`config.mk`:
```
export PLATFORM = sky130hd
export DESIGN_NAME = pnc_dist
export DESIGN_NICKNAME = d
export VERILOG_FILES = /design/src/hw/rtl/pnc_pkg.sv /design/src/hw/rtl/pnc_dist.sv
export SDC_FILE = /design/constraint.sdc
export NUM_CORES = 1
export LEC_CHECK = 0
export BUFFER_PORTS_ARGS = -buffer_cell sky130_fd_sc_hd__buf_2
export CAP_MARGIN = 10
export CORE_MARGIN = 8
export CORE_UTILIZATION = 41
export CTS_CLUSTER_SIZE = 24
export DETAILED_ROUTE_END_ITERATION = 10
export SETUP_SLACK_MARGIN = 0.5
export SYNTH_ARGS = -nofsm -noshare
export SYNTH_HDL_FRONTEND = slang
export SYNTH_SLANG_ARGS = --single-unit
```
`constraint.sdc`:
```
create_clock -name clk -period 5.9 [get_ports clk]
set_input_delay 0.295 -clock clk [delete_from_list [all_inputs] [get_ports clk]]
set_output_delay 0.295 -clock clk [all_outputs]
set_load 0.03 [all_outputs]
```
`src/hw/rtl/pnc_pkg.sv`:
```
// Shared types and constants for the nearest palette color match block.
// No dependencies; imported by pnc_store, pnc_dist and the top level.
`default_nettype none

package pnc_pkg;

  localparam int MAX_ENTRIES = 256;
  localparam int ADDR_W      = $clog2(MAX_ENTRIES);
  localparam int SIZE_W      = 9;
  localparam int CHAN_W      = 8;
  localparam int RGB_W       = 3 * CHAN_W;
  localparam int SQ_W        = 2 * CHAN_W;
  localparam int DIST_W      = SQ_W + 2;

  // Above any reachable distance, so entry 0 always takes the lead
  localparam logic [DIST_W-1:0] SEARCH_LIMIT = DIST_W'(200000);

  localparam logic REQ_WRITE = 1'b0;
  localparam logic REQ_MATCH = 1'b1;

  typedef struct packed {
    logic              en;
    logic [ADDR_W-1:0] addr;
    logic [RGB_W-1:0]  data;
  } pnc_wr_t;

  typedef struct packed {
    logic              en;
    logic [SIZE_W-1:0] bound;
  } pnc_clr_t;

endpackage

`default_nettype wire

```
`src/hw/rtl/pnc_dist.sv`:
```
// Shared distance unit: squared channel differences, then sum and running minimum.
// Two stages, one palette entry per cycle. Uses pnc_pkg.
`default_nettype none

module pnc_dist (
  input  wire                           clk,
  input  wire                           rst,
  input  wire                           start,
  input  wire [pnc_pkg::RGB_W-1:0]      target,
  input  wire                           smp_v,
  input  wire [pnc_pkg::ADDR_W-1:0]     smp_idx,
  input  wire [pnc_pkg::RGB_W-1:0]      smp_rgb,
  output logic                          busy,
  output logic [pnc_pkg::ADDR_W-1:0]    best
);
  import pnc_pkg::*;

  logic [SQ_W-1:0]   sq [3];
  logic [ADDR_W-1:0] sq_idx;
  logic              sq_v;
  logic [DIST_W-1:0] min_d;
  logic [DIST_W-1:0] sum;
  logic [CHAN_W-1:0] ad [3];

  always_comb begin
    for (int c = 0; c < 3; c++) begin
      logic [CHAN_W-1:0] a;
      logic [CHAN_W-1:0] b;
      a = smp_rgb[c*CHAN_W +: CHAN_W];
      b = target[c*CHAN_W +: CHAN_W];
      ad[c] = (a > b) ? (a - b) : (b - a);
    end
  end

  always_ff @(posedge clk) begin
    if (rst) begin
      sq_v <= 1'b0;
    end else begin
      sq_v <= smp_v;
    end
  end

  always_ff @(posedge clk) begin
    for (int c = 0; c < 3; c++) begin
      sq[c] <= ad[c] * ad[c];
    end
    sq_idx <= smp_idx;
  end

  assign sum = DIST_W'(sq[0]) + DIST_W'(sq[1]) + DIST_W'(sq[2]);

  // strict less-than keeps the lowest index on ties
  always_ff @(posedge clk) begin
    if (start) begin
      min_d <= SEARCH_LIMIT;
      best  <= '0;
    end else if (sq_v && (sum < min_d)) begin
      min_d <= sum;
      best  <= sq_idx;
    end
  end

  assign busy = sq_v;

endmodule

`default_nettype wire

```
### Word-level counts from Yosys, hierarchy flattened

Memory sizes are Yosys's and may differ from the RTL's.
Index checks and enable logic that the tools add are counted.

| operators by class | value |
|---|---|
| magnitude comparators | 4 |
| multiply operators | 3 |
| add/subtract/negate cells | 8 |
| reduce and logical (&&, ||, !) cells | 1 |
| multiplexer cells | 3 |

Operator list:

| cell | count |
|---|---|
| $mul 8x8->16 | 3 |
| $sub 8x8->8 | 6 |
| $gt 8x8->1 | 3 |
| $mux 8 | 3 |
| $add 17x16->18 | 1 |
| $lt 18x18->1 | 1 |
| $add 16x16->17 | 1 |
| $logic_and 1x1->1 | 1 |

| word-level totals | value |
|---|---|
| output and inout port bits | 9 |
| bits in writable memories | 48 |
| logic and storage cells | 24 |
| memories kept | 1 |
| flip-flop bits (word level) | 35 |
| bits of input ports | 60 |

Memory list:

| memory | depth | bits a word | rd ports | clocked after Yosys merged registers in | wr ports | RTL line | RTL |
|---|---|---|---|---|---|---|---|
| sq | 3 | 16 | 3 | 0 | 3 | pnc_dist.sv:18 | `logic [SQ_W-1:0] sq [3];` |

### Longest topological paths before layout

Gate-level depths: netlist (run 1).

| logic depth | value |
|---|---|
| depth in word-level cells | 4 |
| gate-level depth with buffers | 29 |

### Worst setup path after synthesis (run 1)

OpenSTA, ideal clock, no wires.

| timing | value |
|---|---|
| path kind | input to register |
| from | input port smp_rgb[8] in the netlist's numbering |
| to | memory sq[0][31] in the netlist's numbering |
| arrival time | 5.733 ns |
| cell stages on the path | 25 |
| data required time | 5.780 ns |
| slack | 0.047 ns |
| cells stage by stage | inv_1 ha_1 inv_1 fa_1 nand3_1 a21oi_1 o31a_1 buf_6 o31ai_2 xor2_2 or2_2 fa_1 inv_1 fa_1 fa_1 inv_1 fa_1 inv_1 ha_1 o21a_1 o211ai_1 nand2_1 a31o_2 a21oi_1 xnor2_1 |

RTL lines:

| item | RTL line | RTL |
|---|---|---|
| start, declared | pnc_dist.sv:12 | `input wire [pnc_pkg::RGB_W-1:0] smp_rgb,` |
| end, declared | pnc_dist.sv:18 |  |

==> metrics list, run 1 <==
- Required time worst endpoint: 6.16 ns
* Antenna diode instance count: 0
- Final global-route overflow total: 0
- After technology mapping, the gate count stands at 1173.
- At the end of routability-driven placement, the weighted congestion stood at 0.8302.
- The initial antenna violation count came to 0.
- For this run, the number of Yosys warnings is 0.
- Counting along the longest clock path gives a buffer depth of 2.
* Class of the most critical hold timing path: in2reg
* Vias in the first global route: 8144
- Full die area: 30400 sq um
- Clock H-tree levels: 3
* Top library cells by usage in the layout, fill and taps aside: sky130_fd_sc_hd__inv_1, sky130_fd_sc_hd__ha_1, sky130_fd_sc_hd__nor2_1, sky130_fd_sc_hd__fa_1, sky130_fd_sc_hd__buf_4
- Synth Cell Area: 10280 sq um
- Number of endpoints failing setup at the final stage: 0
- Finished Cell Area: 12730 sq um
* Max Cap Violations: 0
- The post-route netlist has 24.64% of its cells at a drive strength greater than 1.
- Number of failing hold endpoints at the final stage: 0
- CTS tree: yes
- Derived from the worst setup path, the maximum achievable clock frequency is 184.6 MHz.
* Die extent in x: 174.4 microns
- The area growth from synthesis to layout is 23.81%.
* Cell accounting for the most synthesized area: sky130_fd_sc_hd__ha_1
- Aggregate routed wire length: 21250 microns
* Top cells by area in the synthesized netlist: sky130_fd_sc_hd__ha_1, sky130_fd_sc_hd__fa_1, sky130_fd_sc_hd__dfxtp_1
- Share of the core filled with cells in the final layout: 51.15%
* Number of synthesized flops with an enable pin: 0
- The die is 174.4 microns tall.
* Buffer cell driving the clock tree root: sky130_fd_sc_hd__clkbuf_16
- Critical Path Source Type: input port
- Startpoint-to-endpoint class of the critical path: in2reg
- In this run the worst path has a maximum fanout of 5.
- The first global-routing pass estimated 36400 microns of wire.
- After detailed routing, the number of remaining DRC violations is 0.
* Number of top-level pins: 69
* Number of distinct library cell variants in the gate-level netlist after synthesis: 64
- Tcrit/Tclk final: 91.81%
* TritonCTS sink count: 80
- After synthesis the netlist holds a flip-flop and latch count of 80.
- Proportion of netlist area held by the largest area contributor: 20.20%
- Relative slew slack: 23.50%
- Iter 0 DRT Violations: 303
- Clock tree synthesis inserted a total of 9 buffers.
- Total number of vias: 7941
- After clock tree synthesis, the clock-pin slew on the worst setup and hold paths is 0.06 ns.
- Final Net Count: 1645
- After floorplanning, the core was divided into 58 placement rows.
- Most frequently used flop master after synthesis: sky130_fd_sc_hd__dfxtp_1
* Hold_buf cts: 0
- The clock period could shrink to 5.417 ns.
- Initial core utilization: 41.31%
* Setup skew after layout: 0.004275 ns
- Global-route usage over all layers: 13.97%
- The total count of max-transition violations in the final report came to 0.
* Per-cell via count in the routed design: 4.792
* Status: complete, no violations
- Maximum number of pins on one net before global-route repair: 36
- The placed instances occupy a cell area of 11480 sq um.
- Detailed-route wire length per cell: 12.82 microns
- Final ANT Viol Nets: 0
* Data arrival time of the critical path: 5.67 ns
- Sequential element share of the synthesized area: 15.57%
- Leading cell type in the layout, fill and taps excluded: sky130_fd_sc_hd__inv_1
* Floorplan Core Area: 24890 sq um
- TritonRoute pass-1 iters: 4
- The later pin in the worst-skew pair is clocked with a latency of 0.33 ns.
* Number of input and output port buffers inserted: 68
* Nature of the critical path endpoint: register
* Mean cell area of the mapped netlist: 8.767 sq um
- Setup repair after global routing missed its margin: yes
- Asr flop ratio synth: 0%
- Sum of net half-perimeters after detailed placement: 17360 microns
- Least-Margin Pin Slew: 1.145 ns
[worst paths after layout]
kind / slack, ns / from / to / depth (start not counted)
min: 0.06 / smp_idx[3] / sq_idx[3] / 1
max: 0.48 / smp_rgb[16] / sq[0][47] / 25
min reg2reg: 0.47 / sq_idx[3] / best[3] / 2
max reg2reg: 0.96 / sq[0][7] / min_d[17] / 16
[through the flow]
| step | instances | worst slack, ns | hold WS, ns | setup TNS, ns |
|---|---|---|---|---|
| finish | 1657 | 0.4831 | 0.06073 | 0 |
| global route | 1657 | 0.2619 | 0.03782 | 0 |
| CTS | 1639 | 0.4634 | 0.04287 | 0 |
| detailed placement | 1605 | -0.05197 | 0.3994 | -0.05197 |
| global placement | 1605 | 0.01778 | 0.3991 | 0 |
| floorplan | 1174 | 0.4789 | 0.3227 | 0 |
[layout make-up]
cell class                 instances  area, sq um
clock inverter                     6        115.1
fill                            2320        12160
timing repair buffer             159         1095
clock buffer                      10        239.0
tap                              330        412.9
multi-input combinational        844         8408
sequential                        80         1602
inverter                         228        860.8
[what timing repair did]
action                     in CTS  in global routing
gates resized for setup        34                 96
pin swaps                      39                 80
buffers inserted               18                 17
setup endpoints to repair      10                 20
cloned                          0                  1
[flip-flops by register name (all words and copies together), names as in the netlist]
name / count
min_d: 18
sq: 45
sq_idx: 8
busy: 1
best: 8
[critical path, cell delays in order]
cell and delay [ns]:
sky130_fd_sc_hd__buf_2 0.11, sky130_fd_sc_hd__inv_1 0.05, sky130_fd_sc_hd__ha_2 0.16, sky130_fd_sc_hd__inv_1 0.05
sky130_fd_sc_hd__fa_2 0.36, sky130_fd_sc_hd__nand3_2 0.08, sky130_fd_sc_hd__a21oi_2 0.08, sky130_fd_sc_hd__o31a_4 0.41
sky130_fd_sc_hd__o2111a_1 0.18, sky130_fd_sc_hd__o31a_2 0.37, sky130_fd_sc_hd__or2_4 0.24, sky130_fd_sc_hd__fa_1 0.51
sky130_fd_sc_hd__inv_2 0.05, sky130_fd_sc_hd__fa_1 0.47, sky130_fd_sc_hd__fa_1 0.49, sky130_fd_sc_hd__inv_1 0.05
sky130_fd_sc_hd__fa_1 0.48, sky130_fd_sc_hd__inv_2 0.05, sky130_fd_sc_hd__ha_4 0.21, sky130_fd_sc_hd__o21a_1 0.21
sky130_fd_sc_hd__o211ai_1 0.16, sky130_fd_sc_hd__nand2_1 0.09, sky130_fd_sc_hd__a31o_2 0.25, sky130_fd_sc_hd__a21oi_2 0.12
sky130_fd_sc_hd__xnor2_1 0.13
[cells by family (layout without fill, tap and decap cells)]
group | Yosys count | after routing | share of synthesized area (%)
AO/OA/AOI/OAI | 214 | 215 | 13.66
adder cells (fa/ha/maj) | 263 | 263 | 39.08
other | 2 | 3 | 0.07303
XOR/XNOR | 77 | 77 | 7.252
AND/OR/NAND/NOR | 254 | 254 | 11.47
buffers and inverters | 251 | 403 | 9.539
flip-flops | 80 | 80 | 15.57
multiplexers | 32 | 32 | 3.346
[metal layers]
metal  track usage, %  up-vias  wire length [microns]  part of all wire [%]
li1                 -     4092                      -                     -
met1            18.07     3740                  10050                    47
met2            24.14       97                  10430                    49
met3            2.300       12                    635                   3.0
met4            2.743        0                    127                  0.60
met5                0        -                      0                     0
[synthesized netlist by cell type (3+ instances only)]
library cell	number
sky130_fd_sc_hd__a31o_2	3
sky130_fd_sc_hd__buf_2	13
sky130_fd_sc_hd__o31ai_1	5
sky130_fd_sc_hd__or3_1	3
sky130_fd_sc_hd__buf_6	3
sky130_fd_sc_hd__or2_2	9
sky130_fd_sc_hd__a211oi_1	9
sky130_fd_sc_hd__a21o_1	28
sky130_fd_sc_hd__o21bai_1	4
sky130_fd_sc_hd__a31oi_1	4
sky130_fd_sc_hd__a21oi_1	71
sky130_fd_sc_hd__xnor2_2	3
sky130_fd_sc_hd__nor2_2	5
sky130_fd_sc_hd__nor3_1	11
sky130_fd_sc_hd__a211o_1	7
sky130_fd_sc_hd__nor2_1	133
sky130_fd_sc_hd__xor2_1	20
sky130_fd_sc_hd__o21ai_1	5
sky130_fd_sc_hd__xnor2_1	49
sky130_fd_sc_hd__dfxtp_1	80
sky130_fd_sc_hd__xor2_2	4
sky130_fd_sc_hd__a2111oi_0	3
sky130_fd_sc_hd__nand2_1	26
sky130_fd_sc_hd__nand3_1	8
sky130_fd_sc_hd__fa_1	97
sky130_fd_sc_hd__o21a_1	16
sky130_fd_sc_hd__clkbuf_1	6
sky130_fd_sc_hd__inv_1	226
sky130_fd_sc_hd__o21ai_0	30
sky130_fd_sc_hd__nand4_1	10
sky130_fd_sc_hd__o31a_1	3
sky130_fd_sc_hd__ha_1	166
sky130_fd_sc_hd__mux2i_2	3
sky130_fd_sc_hd__and2_1	8
sky130_fd_sc_hd__nor2b_1	13
sky130_fd_sc_hd__mux2i_1	28
sky130_fd_sc_hd__or2_1	8
sky130_fd_sc_hd__nand2b_1	14
sky130_fd_sc_hd__o211ai_1	6
Power of run 1 is not shown: default switching activity piles up to over one toggle a cycle in this logic, so the estimate is an artifact.
==> run 2, diff against run 1 <==
--- a/config.mk
+++ b/config.mk
@@ -9,8 +9,11 @@
 export CAP_MARGIN = 10
 export CORE_MARGIN = 8
 export CORE_UTILIZATION = 41
+export CTS_BUF_LIST = sky130_fd_sc_hd__clkbuf_4 sky130_fd_sc_hd__clkbuf_8
 export CTS_CLUSTER_SIZE = 24
 export DETAILED_ROUTE_END_ITERATION = 10
+export PLACE_DENSITY = 0.69
+export RECOVER_POWER = 50
 export SETUP_SLACK_MARGIN = 0.5
 export SYNTH_ARGS = -nofsm -noshare
 export SYNTH_HDL_FRONTEND = slang
==> metrics list, run 2 (same netlist as run 1, synthesis figures left out) <==
* Global-route wire length before repair: 35470 microns
* Antenna diode instance count: 0
* Worst slack at placement: -0.06902 ns
* Setup repair after global routing missed its margin: yes
* RePlAce Congestion: 0.8733
- Crit path max fanout: 6
- Entering global routing, the biggest net connects 36 pins.
* Floorplan die height: 174.4 microns
* Clock Path Buffers: 2
- The core region is 24890 sq um.
- The top cell types in the final layout, fill and taps aside, are sky130_fd_sc_hd__inv_1, sky130_fd_sc_hd__ha_1, sky130_fd_sc_hd__nor2_1, sky130_fd_sc_hd__fa_1, sky130_fd_sc_hd__dfxtp_1.
- The detailed router finished its first iteration with 242 violations.
* Area of placed instances: 11420 sq um
- Number of failing hold endpoints at the final stage: 0
- Worst-path clk slew: 0.09 ns
- The worst path in the final design needs a cycle of 5.509 ns, including I/O delays and setup.
* Sum of net half-perimeters after detailed placement: 16550 microns
* Aggregate routed wire length: 20450 microns
- After floorplanning, the core was divided into 58 placement rows.
- Global-route usage over all layers: 13.37%
- Pin placement for this block handled 69 I/O pins.
* Nature of the critical path endpoint: register
- Derived from the worst setup path, the maximum achievable clock frequency is 181.5 MHz.
- The total count of max-transition violations in the final report was 0.
- Num CTS Buffers: 9
- Die extent in x: 174.4 microns
- Hold_buf cts: 0
- Final setup margin: 0.3914 ns
* Per-cell via count in the routed design: 4.887
- Number of input and output port buffers inserted: 68
- Of the available clock period, the critical path in the final layout requires 93.37%.
- Setup violations remaining at the end of the flow were counted as 0.
* Required time worst endpoint: 6.17 ns
* Status: complete, no violations
- TritonCTS built the clock tree.
- The first detailed-routing pass ran for 5 iterations.
* Number of antenna violations at the first check in global routing: 0
- Relative slew slack: 21.42%
- The via count of the first global-routing pass is 8180.
- The net count of the finished layout is 1627.
- Number of fill cells in the layout: 2290
- In the routed design, unresolved DRC markers number 0.
- Share of post-route cells with drive strength above 1: 20.93%
- The die covers 30400 sq um.
- Buffer cell driving the clock tree root: sky130_fd_sc_hd__clkbuf_8
- Final global-route overflow total: 0
* Detailed-route wire length per cell: 12.48 microns
- Clock Latency Late Sink: 0.36 ns
- Finished Cell Area: 12220 sq um
* Setup skew after layout: 0.01136 ns
- Largest registers in the final layout: sq: 45 flops, min_d: 18 flops
- The library cell used most frequently in the layout, excluding fill and tap cells, is sky130_fd_sc_hd__inv_1.
* Least-Margin Pin Slew: 1.176 ns
* Class of the most critical hold timing path: in2reg
* Register with the most flip-flops: sq
* Max FFs per register: 45
* TritonCTS sink count: 80
* Data arrival time of the critical path: 5.78 ns
- Max Cap Violations: 0
- Startpoint-to-endpoint class of the critical path: in2reg
- Initial core utilization: 41.31%
* Total number of vias: 8010
* Clock H-tree levels: 3
- STA classifies the critical path startpoint as an input port.
* Final ANT Viol Nets: 0
- Relative to the synthesized area, the layout overhead comes to 18.79%.
==> run 2: final timing paths <==
path              cells after the start       start        end  slack (ns)
setup / recovery                     27  smp_rgb[0]  sq[0][12]        0.39
hold / removal                        1  smp_idx[5]  sq_idx[5]        0.03
setup reg to reg                     16    sq[0][7]  min_d[17]        0.96
hold reg to reg                       2   sq_idx[0]    best[0]        0.48
==> run 2: critical path, cell delays in order <==
cell	delay [ns]
sky130_fd_sc_hd__buf_8	0.10
sky130_fd_sc_hd__inv_4	0.05
sky130_fd_sc_hd__ha_4	0.13
sky130_fd_sc_hd__inv_4	0.04
sky130_fd_sc_hd__fa_2	0.38
sky130_fd_sc_hd__a21oi_4	0.15
sky130_fd_sc_hd__o21ai_2	0.07
sky130_fd_sc_hd__a21oi_2	0.23
sky130_fd_sc_hd__a21oi_4	0.09
sky130_fd_sc_hd__buf_12	0.17
sky130_fd_sc_hd__mux2i_4	0.18
sky130_fd_sc_hd__xnor2_1	0.40
sky130_fd_sc_hd__nor2_2	0.11
sky130_fd_sc_hd__ha_1	0.32
sky130_fd_sc_hd__xor2_1	0.17
sky130_fd_sc_hd__ha_1	0.28
sky130_fd_sc_hd__inv_1	0.05
sky130_fd_sc_hd__fa_1	0.50
sky130_fd_sc_hd__fa_1	0.55
sky130_fd_sc_hd__inv_1	0.04
sky130_fd_sc_hd__ha_1	0.34
sky130_fd_sc_hd__nor2b_1	0.16
sky130_fd_sc_hd__o21a_1	0.21
sky130_fd_sc_hd__o41ai_4	0.26
sky130_fd_sc_hd__o21bai_1	0.12
sky130_fd_sc_hd__a21oi_1	0.21
sky130_fd_sc_hd__xnor2_1	0.17
==> run 2: what timing repair did <==
action	CTS	global route
setup endpoints to repair	6	20
pin swaps	17	50
setup buffers	9	17
resized for setup	18	88
==> run 2: final cells by class <==
cell class / count / area (sq um) / area share, %
Timing Repair Buffer: 142 / 935.9 / 7.662
Clock buffer: 10 / 137.6 / 1.127
Clock inverter: 6 / 67.56 / 0.5531
Tap cell: 330 / 412.9 / 3.380
Inverter: 228 / 860.8 / 7.047
Multi-Input combinational cell: 843 / 8199 / 67.12
Sequential cell: 80 / 1602 / 13.11
==> run 2: metal layers <==
layer | wire, microns | share of wire, % | GRT usage [%] | vias to the layer above
li1 | - | - | - | 4076
met1 | 9661 | 47 | 17.11 | 3798
met2 | 9968 | 49 | 23.67 | 121
met3 | 630 | 3.1 | 1.996 | 15
met4 | 190 | 0.93 | 2.244 | 0
met5 | 0 | 0 | 0 | -
==> run 2: stage by stage <==
step | setup TNS [ns] | utilization [%] | std cells | hold WS (ns)
finish | 0 | 49.08 | 1639 | 0.02789
CTS | 0 | 47.45 | 1622 | 0.01003
global placement | 0 | 45.89 | 1597 | 0.3984
floorplan | 0 | - | 1174 | 0.3227
global route | 0 | 49.08 | 1639 | 0.01292
detailed placement | -0.06902 | 45.89 | 1597 | 0.3994
Power of run 2 is left out for the same reason.
